--- config.mk ---
export PLATFORM = sky130hd
export DESIGN_NAME = window_rise_trend
export DESIGN_NICKNAME = d
export VERILOG_FILES = /design/src/sv/wrt_pkg.sv /design/src/sv/window_rise_trend.sv
export SDC_FILE = /design/constraint.sdc
export NUM_CORES = 1
export LEC_CHECK = 0
export BUFFER_PORTS_ARGS = -buffer_cell sky130_fd_sc_hd__buf_2
export CAP_MARGIN = 15
export CORE_MARGIN = 2
export CORE_UTILIZATION = 50
export CTS_CLUSTER_SIZE = 28
export DETAILED_ROUTE_END_ITERATION = 12
export PLACE_DENSITY = 0.69
export SLEW_MARGIN = 20
export SYNTH_ARGS = -nofsm -noshare
export SYNTH_HDL_FRONTEND = slang
export SYNTH_SLANG_ARGS = --single-unit
--- constraint.sdc ---
create_clock -name clock -period 4.43 [get_ports clock]
set_input_delay 0.443 -clock clock [delete_from_list [all_inputs] [get_ports clock]]
set_output_delay 0.443 -clock clock [all_outputs]
set_load 0.02 [all_outputs]
--- src/sv/wrt_pkg.sv ---
package wrt_pkg;

   localparam int HALF_LEN = 8;
   localparam int RING_LEN = 2 * HALF_LEN;
   localparam int PTR_W    = $clog2(RING_LEN);
   localparam int CNT_W    = $clog2(HALF_LEN + 1);
   localparam int SAMPLE_W = 16;
   localparam int SUM_W    = SAMPLE_W + CNT_W;
   localparam int DCNT_W   = $clog2(SUM_W);
   localparam int TREND_W  = 17;

   // sequencer steps
   typedef enum logic [2:0] {
      S_IDLE  = 3'd0,
      S_SCAN  = 3'd1,
      S_CHECK = 3'd2,
      S_DIV   = 3'd3,
      S_EMIT  = 3'd4
   } step_type;

   // datapath operations
   typedef enum logic [2:0] {
      OP_LOAD  = 3'd0,
      OP_SCAN  = 3'd1,
      OP_SETUP = 3'd2,
      OP_DIV   = 3'd3,
      OP_EMIT  = 3'd4
   } op_type;

   // jump conditions
   typedef enum logic [2:0] {
      COND_REQ       = 3'd0,
      COND_SCAN_LAST = 3'd1,
      COND_EMPTY     = 3'd2,
      COND_DIV_LAST  = 3'd3,
      COND_OUT_FREE  = 3'd4
   } cond_type;

   typedef struct packed {
      op_type   op;
      cond_type cond;
      step_type on_true;
      step_type on_false;
   } ctrl_type;

   // microcode rom
   function automatic ctrl_type ucode(input step_type step);
      ctrl_type word;
      unique case (step)
         S_IDLE:  word = '{OP_LOAD,  COND_REQ,       S_SCAN,  S_IDLE};
         S_SCAN:  word = '{OP_SCAN,  COND_SCAN_LAST, S_CHECK, S_SCAN};
         S_CHECK: word = '{OP_SETUP, COND_EMPTY,     S_EMIT,  S_DIV};
         S_DIV:   word = '{OP_DIV,   COND_DIV_LAST,  S_EMIT,  S_DIV};
         S_EMIT:  word = '{OP_EMIT,  COND_OUT_FREE,  S_IDLE,  S_EMIT};
         default: word = '{OP_LOAD,  COND_REQ,       S_SCAN,  S_IDLE};
      endcase
      return word;
   endfunction

endpackage

--- src/sv/window_rise_trend.sv ---
// sequence: the load step ends at the req transfer, then 2*HALF_LEN scan steps, 1 check
// step, SUM_W divide steps and 1 emit step; the divide steps are skipped when a half is
// empty, and the emit step waits until the result register is free; the divider is a
// one-bit-per-cycle restoring divider
// a new sample is taken only in the idle step, after the previous item is emitted; the
// result register lets the next item start while a result waits for rsp_ready
// reset: synchronous, active high; clears pointer, present bits, sequencer and rsp_valid
module window_rise_trend (
   input  logic                                clock,
   input  logic                                reset,
   input  logic                                req_valid,
   output logic                                req_ready,
   input  logic signed [wrt_pkg::SAMPLE_W-1:0] req_sample,
   input  logic                                req_sample_missing,
   output logic                                rsp_valid,
   input  logic                                rsp_ready,
   output logic signed [wrt_pkg::TREND_W-1:0]  rsp_trend,
   output logic                                rsp_trend_valid
);

   // sequencer
   wrt_pkg::step_type step_ff, step_in;
   wrt_pkg::ctrl_type ctrl;
   logic              cond_hit;

   // ring storage, present bits live in flops cleared by reset
   logic signed [wrt_pkg::SAMPLE_W-1:0] ring_ff [wrt_pkg::RING_LEN];
   logic [wrt_pkg::RING_LEN-1:0]        present_ff, present_in;
   logic [wrt_pkg::PTR_W-1:0]           wp_ff, wp_in;
   logic [wrt_pkg::PTR_W-1:0]           rd_ff, rd_in;
   logic [wrt_pkg::PTR_W-1:0]           k_ff, k_in;
   logic                                ring_we;

   // scan accumulators
   logic signed [wrt_pkg::SUM_W-1:0]    sum_ff, sum_in;
   logic [wrt_pkg::CNT_W-1:0]           old_cnt_ff, old_cnt_in;
   logic [wrt_pkg::CNT_W-1:0]           new_cnt_ff, new_cnt_in;
   logic signed [wrt_pkg::SAMPLE_W-1:0] max_ff, max_in;

   // divider
   logic [wrt_pkg::SUM_W-1:0]  quo_ff, quo_in;
   logic [wrt_pkg::CNT_W-1:0]  rem_ff, rem_in;
   logic [wrt_pkg::DCNT_W-1:0] dcnt_ff, dcnt_in;
   logic                       neg_ff, neg_in;
   logic                       ok_ff, ok_in;

   // result register
   logic                               rsp_valid_ff, rsp_valid_in;
   logic signed [wrt_pkg::TREND_W-1:0] rsp_trend_ff, rsp_trend_in;
   logic                               rsp_ok_ff, rsp_ok_in;
   logic                               out_load;

   // datapath helpers
   logic signed [wrt_pkg::SAMPLE_W-1:0] rd_val;
   logic                                rd_present;
   logic                                in_old_half;
   logic [wrt_pkg::PTR_W-1:0]           wp_next;
   logic [wrt_pkg::PTR_W-1:0]           rd_next;
   logic [wrt_pkg::SUM_W-1:0]           sum_mag;
   logic [wrt_pkg::CNT_W:0]             rem_shift;
   logic                                rem_ge;
   logic [wrt_pkg::TREND_W-1:0]         quo_short;
   logic [wrt_pkg::TREND_W-1:0]         mean;
   logic [wrt_pkg::TREND_W-1:0]         trend_calc;
   logic                                half_empty;
   logic                                out_free;

   assign ctrl = wrt_pkg::ucode(step_ff);

   // ring read at the walking pointer
   assign rd_val      = ring_ff[rd_ff];
   assign rd_present  = present_ff[rd_ff];
   assign in_old_half = (k_ff < wrt_pkg::PTR_W'(wrt_pkg::HALF_LEN));

   // pointer wrap at ring length, which need not be a power of two
   assign wp_next = (wp_ff == wrt_pkg::PTR_W'(wrt_pkg::RING_LEN - 1)) ?
                    '0 : wp_ff + wrt_pkg::PTR_W'(1);
   assign rd_next = (rd_ff == wrt_pkg::PTR_W'(wrt_pkg::RING_LEN - 1)) ?
                    '0 : rd_ff + wrt_pkg::PTR_W'(1);

   // magnitude of the older-half sum for the unsigned divider
   assign sum_mag = sum_ff[wrt_pkg::SUM_W-1] ? (~sum_ff + wrt_pkg::SUM_W'(1)) : sum_ff;

   // one restoring step: shift in next dividend bit, subtract count if it fits
   assign rem_shift = {rem_ff, quo_ff[wrt_pkg::SUM_W-1]};
   assign rem_ge    = (rem_shift >= {1'b0, old_cnt_ff});

   // signed truncated mean, then the rise over it
   assign quo_short  = quo_ff[wrt_pkg::TREND_W-1:0];
   assign mean       = neg_ff ? (~quo_short + wrt_pkg::TREND_W'(1)) : quo_short;
   assign trend_calc = {1'b0, max_ff} - mean;

   assign half_empty = (old_cnt_ff == '0) || (new_cnt_ff == '0);
   assign out_free   = !rsp_valid_ff || rsp_ready;

   // jump condition select
   always_comb begin
      unique case (ctrl.cond)
         wrt_pkg::COND_REQ:       cond_hit = req_valid;
         wrt_pkg::COND_SCAN_LAST: cond_hit = (k_ff == wrt_pkg::PTR_W'(wrt_pkg::RING_LEN - 1));
         wrt_pkg::COND_EMPTY:     cond_hit = half_empty;
         wrt_pkg::COND_DIV_LAST:  cond_hit = (dcnt_ff == wrt_pkg::DCNT_W'(wrt_pkg::SUM_W - 1));
         wrt_pkg::COND_OUT_FREE:  cond_hit = out_free;
         default:                 cond_hit = 1'b0;
      endcase
   end

   always_ff @(posedge clock) begin
      if (reset) begin
         step_ff <= wrt_pkg::S_IDLE;
      end else begin
         step_ff <= step_in;
      end
   end

   // next step and datapath controls from the control word
   always_comb begin
      step_in      = cond_hit ? ctrl.on_true : ctrl.on_false;
      req_ready    = (ctrl.op == wrt_pkg::OP_LOAD);
      ring_we      = 1'b0;
      present_in   = present_ff;
      wp_in        = wp_ff;
      rd_in        = rd_ff;
      k_in         = k_ff;
      sum_in       = sum_ff;
      old_cnt_in   = old_cnt_ff;
      new_cnt_in   = new_cnt_ff;
      max_in       = max_ff;
      quo_in       = quo_ff;
      rem_in       = rem_ff;
      dcnt_in      = dcnt_ff;
      neg_in       = neg_ff;
      ok_in        = ok_ff;
      out_load     = 1'b0;
      rsp_valid_in = rsp_valid_ff && !rsp_ready;
      rsp_trend_in = rsp_trend_ff;
      rsp_ok_in    = rsp_ok_ff;

      unique case (ctrl.op)
         wrt_pkg::OP_LOAD: begin
            if (cond_hit) begin
               // store sample, advance pointer, start walk at the oldest entry
               ring_we           = 1'b1;
               present_in[wp_ff] = !req_sample_missing;
               wp_in             = wp_next;
               rd_in             = wp_next;
               k_in              = '0;
               sum_in            = '0;
               old_cnt_in        = '0;
               new_cnt_in        = '0;
               max_in            = '0;
            end
         end
         wrt_pkg::OP_SCAN: begin
            if (rd_present) begin
               if (in_old_half) begin
                  sum_in     = sum_ff + {{(wrt_pkg::SUM_W - wrt_pkg::SAMPLE_W)
                                          {rd_val[wrt_pkg::SAMPLE_W-1]}}, rd_val};
                  old_cnt_in = old_cnt_ff + wrt_pkg::CNT_W'(1);
               end else begin
                  if (rd_val > max_ff) begin
                     max_in = rd_val;
                  end
                  new_cnt_in = new_cnt_ff + wrt_pkg::CNT_W'(1);
               end
            end
            rd_in = rd_next;
            k_in  = k_ff + wrt_pkg::PTR_W'(1);
         end
         wrt_pkg::OP_SETUP: begin
            ok_in   = !half_empty;
            neg_in  = sum_ff[wrt_pkg::SUM_W-1];
            quo_in  = sum_mag;
            rem_in  = '0;
            dcnt_in = '0;
         end
         wrt_pkg::OP_DIV: begin
            rem_in  = rem_ge ? wrt_pkg::CNT_W'(rem_shift - {1'b0, old_cnt_ff})
                             : rem_shift[wrt_pkg::CNT_W-1:0];
            quo_in  = {quo_ff[wrt_pkg::SUM_W-2:0], rem_ge};
            dcnt_in = dcnt_ff + wrt_pkg::DCNT_W'(1);
         end
         wrt_pkg::OP_EMIT: begin
            // load the result register once the previous transfer has gone
            if (cond_hit) begin
               out_load     = 1'b1;
               rsp_valid_in = 1'b1;
               rsp_trend_in = ok_ff ? trend_calc : '0;
               rsp_ok_in    = ok_ff;
            end
         end
         default: begin
            out_load = 1'b0;
         end
      endcase
   end

   // control registers
   always_ff @(posedge clock) begin
      if (reset) begin
         present_ff   <= '0;
         wp_ff        <= '0;
         rsp_valid_ff <= 1'b0;
      end else begin
         present_ff   <= present_in;
         wp_ff        <= wp_in;
         rsp_valid_ff <= rsp_valid_in;
      end
   end

   // payload registers
   always_ff @(posedge clock) begin
      if (ring_we) begin
         ring_ff[wp_ff] <= req_sample_missing ? '0 : req_sample;
      end
      rd_ff        <= rd_in;
      k_ff         <= k_in;
      sum_ff       <= sum_in;
      old_cnt_ff   <= old_cnt_in;
      new_cnt_ff   <= new_cnt_in;
      max_ff       <= max_in;
      quo_ff       <= quo_in;
      rem_ff       <= rem_in;
      dcnt_ff      <= dcnt_in;
      neg_ff       <= neg_in;
      ok_ff        <= ok_in;
      rsp_trend_ff <= rsp_trend_in;
      rsp_ok_ff    <= rsp_ok_in;
   end

   assign rsp_valid       = rsp_valid_ff;
   assign rsp_trend       = rsp_trend_ff;
   assign rsp_trend_valid = rsp_ok_ff;

   // a transfer in always starts a fresh walk
   a_load_starts_scan: assert property (@(posedge clock) disable iff (reset)
      (req_valid && req_ready) |=> (step_ff == wrt_pkg::S_SCAN) && (k_ff == '0))
      else $error("transfer in did not start the ring walk");

   // present bit follows the missing flag of the stored sample
   a_present_written: assert property (@(posedge clock) disable iff (reset)
      (req_valid && req_ready) |=>
         (present_ff[$past(wp_ff)] == !$past(req_sample_missing)))
      else $error("present bit not written from missing flag");

   // the result register is never overwritten while a result waits
   a_no_overwrite: assert property (@(posedge clock) disable iff (reset)
      out_load |-> (!rsp_valid_ff || rsp_ready))
      else $error("pending result overwritten");

   // a valid trend needs both halves populated
   a_valid_needs_counts: assert property (@(posedge clock) disable iff (reset)
      (out_load && ok_ff) |-> (old_cnt_ff != '0) && (new_cnt_ff != '0))
      else $error("trend marked valid with an empty half");

endmodule
Word-level counts from Yosys, hierarchy flattened. Memory sizes are Yosys's and may differ from the RTL's. A register that Yosys moved wholly into a read port is not among the register bits. Cells that the tools add are included.

Register bits after elaboration: 125. Latch bits: 0. RAM bits: 256. ROM bits: 0. Bits of input ports: 21. Output and inout port bits: 20. Word-level logic and storage cells: 121. Memories kept: 1.

Memory list: ring_ff (words 16, bits a word 16, read ports 1, clocked after Yosys merged registers in 1, wr ports 1, RTL line window_rise_trend.sv:27) `logic signed [wrt_pkg::SAMPLE_W-1:0] ring_ff [wrt_pkg::RING_LEN];`.

Add/sub/neg operators: 11. $mul: 0. Divide/modulo/power cells: 0. $lt $le $gt $ge: 6. Equality and inequality tests: 21. Shift-type cells: 0. Mux-type cells: 43. Bitwise gates (word level): 2. Reduce and logical (&&, ||, !) cells: 20.

Operators with widths (number): 16-bit 2-to-1 mux (5); 20-bit 2-to-1 mux (4); 20-bit case mux with 2 select lines (2); 12-bit case mux with 4 select lines (1); 4-bit 2-to-1 mux (10); 4-bit case mux with 2 select lines (5); 16-bit case mux with 2 select lines (1); 20-bit by 2-bit adder with 20-bit output, second input constant (1); 20-bit adder (1); 4-bit by 1-bit adder with 4-bit output, second input constant (5); 20-bit inverter (1); 3-bit by 2-bit equality test with 1-bit output, second input constant (6); 17-bit by 1-bit adder with 17-bit output, second input constant (1); 17-bit 2-to-1 mux (1); 17-bit inverter (1); 16-bit by 17-bit subtractor with 17-bit output (1); 16-bit bitwise mux (1); 16-bit > comparator (1); 4-bit equality test, second input constant (3); 4-bit by 5-bit less-than comparator with 1-bit output, second input constant (2); 5-bit case mux with 2 select lines (1); 3-bit by 1-bit equality test with 1-bit output, second input constant (3); 3-bit equality test, second input constant (3); 4-bit logical NOT (2); other kinds (21) (41).

Logic depth before layout (Yosys ltp). Gate-level depths: netlist (run 1).

Word-level depth: 8. Gate-level depth with buffers: 14. Gate-level depth less buffers: 14.

Worst setup path before layout (run 1). No wires, ideal clock.

Kind: reg2reg. Start: reg (tool-made name). End: reg max_ff[0] in the netlist's numbering, enable pin. Library setup time: 414 ps. Arrival time: 4473 ps. Data required time: 4016 ps. Setup slack: -457 ps. Stages on the path, launching flop included: 12. Buffers on the path: 2. Period minus slack after synthesis: 4887 ps. Path through: dfxtp_1 clkbuf_1 buf_2 mux4_2 mux4_2 ha_1 a21o_1 a21o_1 a221o_1 a211oi_1 o221ai_1 a21boi_0.

RTL lines: end signal, assigned (RTL line window_rise_trend.sv:221) `max_ff <= max_in;`; end, declared (RTL line window_rise_trend.sv:38) `logic signed [wrt_pkg::SAMPLE_W-1:0] max_ff, max_in;`.

==> results of run 1 <==
## per-stage QoR
stage | instances | util [%] | cell area, sq um | setup WS (ps) | hold slack (ps)
final | 1771 | 56.9 | 20100 | 343 | 166
after global routing | 1771 | 56.9 | 20100 | 154 | 203
after CTS | 1771 | 56.9 | 20100 | 301 | 151
after detailed placement | 1697 | 53.1 | 18800 | 434 | 478
after global placement | 1697 | 53.1 | 18800 | 453 | 466
after floorplan | 1215 | - | 17900 | 274 | 449
## cell families after synthesis
family	after synthesis	synth area share, %
flops	385	63.0
xor+xnor	72	3.52
compound gates	197	7.02
buf+inv	96	2.09
mux	94	11.2
fa+ha+maj	71	5.08
simple gates	300	8.17
## synth_stat cells, drive strengths merged (6+ instances only)
cell type,instances,share of area [%]
edfxtp,357,60
or3,10,0.41
xnor2,30,1.5
and2,27,0.94
o31ai,9,0.38
mux2,6,0.38
nand2,48,1.0
a21o,12,0.50
nor3,15,0.42
buf,14,0.37
xor2,42,2.1
nor2b,22,0.77
inv,50,1.0
mux4,84,11
a21oi,72,2.0
clkbuf,32,0.67
nor2,121,2.5
dfxtp,28,3.1
a31oi,7,0.24
ha,68,4.7
o21ai,37,1.0
and3,8,0.28
a211oi,19,0.80
nand3,15,0.42
nand2b,12,0.42
## cell type report
cell class	instances	area share [%]
clock buffers	45	5.22
well taps	461	2.87
repair buffers	67	2.19
multi-input cells	734	31.4
clock inverters	29	1.32
inverters	50	0.932
flip-flops and latches	385	56.1
## routing by layer
| layer | vias up | share of wire, % | GRT usage (%) |
|---|---|---|---|
| met1 | 5135 | 41 | 26.3 |
| met3 | 61 | 5.3 | 3.21 |
| met2 | 258 | 51 | 35.6 |
| li1 | 4790 | - | - |
| met5 | - | 0 | 0 |
| met4 | 0 | 2.8 | 6.76 |
## worst min path at each step
stage / end / slack, ps
final: rsp_valid / 170
after global routing: rsp_valid / 200
after detailed placement: rsp_valid / 480
after floorplan: neg_ff / 450
after global placement: present_ff[9] / 470
after CTS: rsp_valid / 150
## worst reg2reg max path, cell delays in order, from the launching register on
cell      delay [ps]
dfxtp_4          490
buf_4            320
mux4_2           560
mux4_2           540
ha_1             220
a21o_1           180
a21o_1           180
a221o_1          340
a211oi_1         300
o221ai_1         170
a21boi_2         170
buf_4            240
## power by group
group          leakage, nW  total (mW)  switching [mW]  internal (mW)
sequential            3.55        4.31           0.150           4.16
clock                0.635        3.32            1.42           1.90
combinational         2.94        2.18            1.17           1.01
total                 7.13        9.81            2.74           7.07
## sequential cells by signal, summed over array words and instances (netlist names), named ones only
name             cells
present_ff          16
sum_ff              20
new_cnt_ff           4
rem_ff               4
rd_ff                4
wp_ff                4
quo_ff              20
rsp_trend           17
neg_ff               1
ring_ff            256
rsp_valid            1
ok_ff                1
rsp_trend_valid      1
k_ff                 4
old_cnt_ff           4
max_ff              16
dcnt_ff              5
step_ff              3
==> results.cfg, run 1 <==
[synthesis]
synth_warnings = 0
ys_ff_latch = 385
synthesis.area_sq_um = 17900
synth_cell_type_count = 63
ys_dominant_reg_cell = edfxtp_1
ys_seq_area_share_pct = 63.0
synthCells = 1215
syn_nets = 1307
async_reset_ff_share_pct = 0
synth-edff-count = 357
syn_avg_cell_area_sq_um = 14.7

[finish]
fillers = 2774
antenna_cells = 0
drive_gt1_share_pct = 18.5
multi_input_area_sq_um = 6320
layout.nets = 1371
final_common_cell = edfxtp_1
area_growth_pct = 12.3
seq_area_sq_um = 11300
final_cell_mix = edfxtp_1 (357), nor2_1 (113), mux4_2 (84)

[floorplan]
row_count = 69
die_w_microns = 193
io_pins = 41
die_area_sq_um = 37400
start_util_pct = 50.6
die_y_microns = 193
core_sq_um = 35400

[timing]
skew_ps = 50.0
setup-tns-final_ps = 0
period_needed_ps = 4090
final-hold-violation-count = 0
fmax_mhz = 245
worst_pin_slew_ps = 1040
setup_viol = 0
fin_crit_sh_pct = 92.3
slew_headroom_pct = 30.7
grt_setup_unrepaired = no
maxSlewViolCount = 0

[setup_path]
path_delay_family = compound AO/OA/AOI/OAI gates
critPathSlowestCell = mux4_2
crit_path_max_fanout = 16
crit_end = max_ff[10]
rr_worst_depth = 11
worstSetupStartpointType = flop
rrSetupSlack_ps = 340
max_stage_delay_ps = 560
rr_endpoint = max_ff[10]
end_kind = flop
path_cells = buf_4 -> mux4_2 -> mux4_2 -> ha_1 -> a21o_1 -> a21o_1 -> a221o_1 -> a211oi_1 -> o221ai_1 -> a21boi_2 -> buf_4
path_class = reg -> reg
cp.arrival_ps = 4290
cp_num_buf_inv = 2
cp.required_ps = 4630
worst-path-stages = 11

[clocking]
cts_buffers = 41
cts_tree = done
clk_pin_slew_ps = 60
cts.path.max_buffers = 3
h-tree-depth = 2
cts_root_buf = clkbuf_16
postCtsResizedCells = 0
cts_hold_buf = 0
postCtsSetupBuffers = 0
insertion_delay_ps = 560
cts_sinks = 385

[power_and_ir_drop]
total_power_mw = 9.81
power.density_nw_per_um2 = 488
vdd_drop_max_uv = 343
power_leakage_nw = 7.13

[global_routing]
grt-ovfl-total = 0
grt_pass1_vias = 10300
grt_pass1_wl_microns = 59100
grt_max_degree = 47
grtUsageTotal_pct = 20.4
antenna_found_initial = 0

[routing]
num_vias = 10200
dr.pass1.iters = 5
ant_nets = 0
drtIter0Drc = 698
routed_wl_microns = 38000
viasPerCell = 5.78
wl_per_cell_microns = 21.4
drc = 0

[min_path]
min-delay-start = rsp_ready
hp-class = in -> reg
worstHoldPathCells = 3

[place]
portBuffers = 40
place_congestion = 0.901
place_hpwl_microns = 24200

[job]
cap_violations = 0

[run_status]
status = finished, final reports clean
No activity file was read; power rests on OpenSTA's default activity.
==> inputs of run 2 (changes only) <==
Settings changed: CORE_ASPECT_RATIO from default to 1.5.
==> run 2 against run 1 <==
  * Global-route usage increased by 0.61 points
  * Die area about the same
  * Power fell by 1.0%
  * Worst hold slack better by 30 ps
  * Clock skew is 31 ps lower
  * Largest cell class unchanged
==> results.cfg, run 2 (synthesized netlist as in run 1, its figures left out) <==
[global_routing]
grt-ovfl-total = 0
grt_pass1_wl_microns = 59200
grt_max_degree = 48
grt_pass1_vias = 10500
antenna_found_initial = 0
grtUsageTotal_pct = 21.0

[floorplan]
die_y_microns = 236
start_util_pct = 50.9
die_w_microns = 159
core_sq_um = 35200
die_area_sq_um = 37400
row_count = 84
io_pins = 41

[clocking]
cts_sinks = 385
h-tree-depth = 2
cts_hold_buf = 0
postCtsResizedCells = 0
clk_pin_slew_ps = 60
cts_tree = done
postCtsSetupBuffers = 0
cts.path.max_buffers = 3
cts_buffers = 37
cts_root_buf = clkbuf_16
insertion_delay_ps = 550

[routing]
drc = 0
ant_nets = 0
drtIter0Drc = 770
wl_per_cell_microns = 21.4
num_vias = 10300
routed_wl_microns = 38100
dr.pass1.iters = 5
viasPerCell = 5.76

[setup_path]
path_cells = buf_4 -> mux4_2 -> mux4_2 -> ha_1 -> o211ai_1 -> o21ai_0 -> buf_4 -> o2111ai_1 -> o211a_1 -> o31ai_1 -> xnor2_1 -> nor2_1
path_class = reg -> reg
end_kind = flop
crit_path_max_fanout = 17
cp.required_ps = 4700
max_stage_delay_ps = 700
worstSetupStartpointType = flop
path_delay_family = compound AO/OA/AOI/OAI gates
cp.arrival_ps = 4350
critPathSlowestCell = dfxtp_2
cp_num_buf_inv = 2

[power_and_ir_drop]
switchingPower_mw = 2.68
p_clk_share_pct = 33.0
vdd_drop_max_uv = 336
pwr-share-seq_pct = 44.5
power_leakage_nw = 7.13
swShare_pct = 27.6
power.density_nw_per_um2 = 483
p_int_mw = 7.03
comb_power_share_pct = 22.5

[finish]
final_core_util_pct = 57.1
reg_top3 = ring_ff (256), quo_ff (20), sum_ff (20)
final_cell_mix = edfxtp_1 (357), nor2_1 (113), mux4_2 (84)
area_growth_pct = 12.3
top_register = ring_ff
final_common_cell = edfxtp_1
antenna_cells = 0
layout.nets = 1375
largest_register_ffs = 256
drive_gt1_share_pct = 18.7
stdcell_count = 1784

[timing]
worst_pin_slew_ps = 1140
final-hold-violation-count = 0
setup_viol = 0
period_needed_ps = 4080
skew_ps = 19.1
setup-tns-final_ps = 0
maxSlewViolCount = 0
grt_setup_unrepaired = no
fin_crit_sh_pct = 92.1
slew_headroom_pct = 23.9
fmax_mhz = 245

[run_status]
status = finished, final reports clean

[place]
place_hpwl_microns = 25200
dp_cells = 1717
place_congestion = 0.904
portBuffers = 40

[min_path]
hp-class = in -> reg

[job]
cap_violations = 0
==> run 2: cell types whose count changed in the layout (fill, tap and decap cells not counted), moves of 2 or more <==
cell,before,now
clkinv_4,3,1
buf_4,24,32
nor2_4,2,0
clkinv_2,6,4
clkbuf_16,41,38
clkinv_1,11,9
nor2_2,6,8
==> run 2: final timing paths <==
path	endpoint	slack (ps)	depth (start not counted)	startpoint
max	sum_ff[19]	350	12	flop
min	rsp_valid	200	3	rsp_ready
max reg2reg	sum_ff[19]	350	12	flop
min reg2reg	present_ff[9]	490	2	present_ff[9]
==> run 2: metal layers <==
metal  global-route usage [%]  share of wire (%)  up-vias
met5                        0                  0        -
met4                     8.95                4.4        0
met3                     2.70                3.9       99
met2                     37.9                 54      266
met1                     25.0                 38     5116
li1                         -                  -     4788
==> run 2: layout make-up <==
class / instances / area (sq um)
well taps: 473 / 592
flip-flops and latches: 385 / 11300
fillers: 2744 / 15100
repair buffers: 75 / 500
inverters: 50 / 188
multi-input cells: 734 / 6310
clock buffers: 44 / 993
clock inverters: 23 / 241
==> run 2: worst min-delay path, cell delays in order <==
cell and delay, ps:
buf_2 70, nand2b_1 100, a21oi_1 60
==> run 2: through the flow <==
stage / hold slack, ps / setup WS (ps) / instance area (sq um) / power [mW]
finish: 196 / 348 / 20100 / 9.71
global route: 229 / 164 / 20100 / 10.2
CTS: 173 / 378 / 20100 / 9.78
detailed placement: 476 / 380 / 18900 / 6.58
global placement: 465 / 450 / 18900 / 6.54
floorplan: 449 / 274 / 17900 / 5.99
==> run 2: power groups by stage <==
stage	Combinational, mW	Sequential [mW]	Clock (mW)
6_report	2.19	4.33	3.20
5_1_grt	2.43	4.34	3.39
4_1_cts	2.19	4.33	3.26
3_5_place_dp	2.18	4.40	0
3_3_place_gp	2.14	4.40	0
2_1_floorplan	1.68	4.30	0
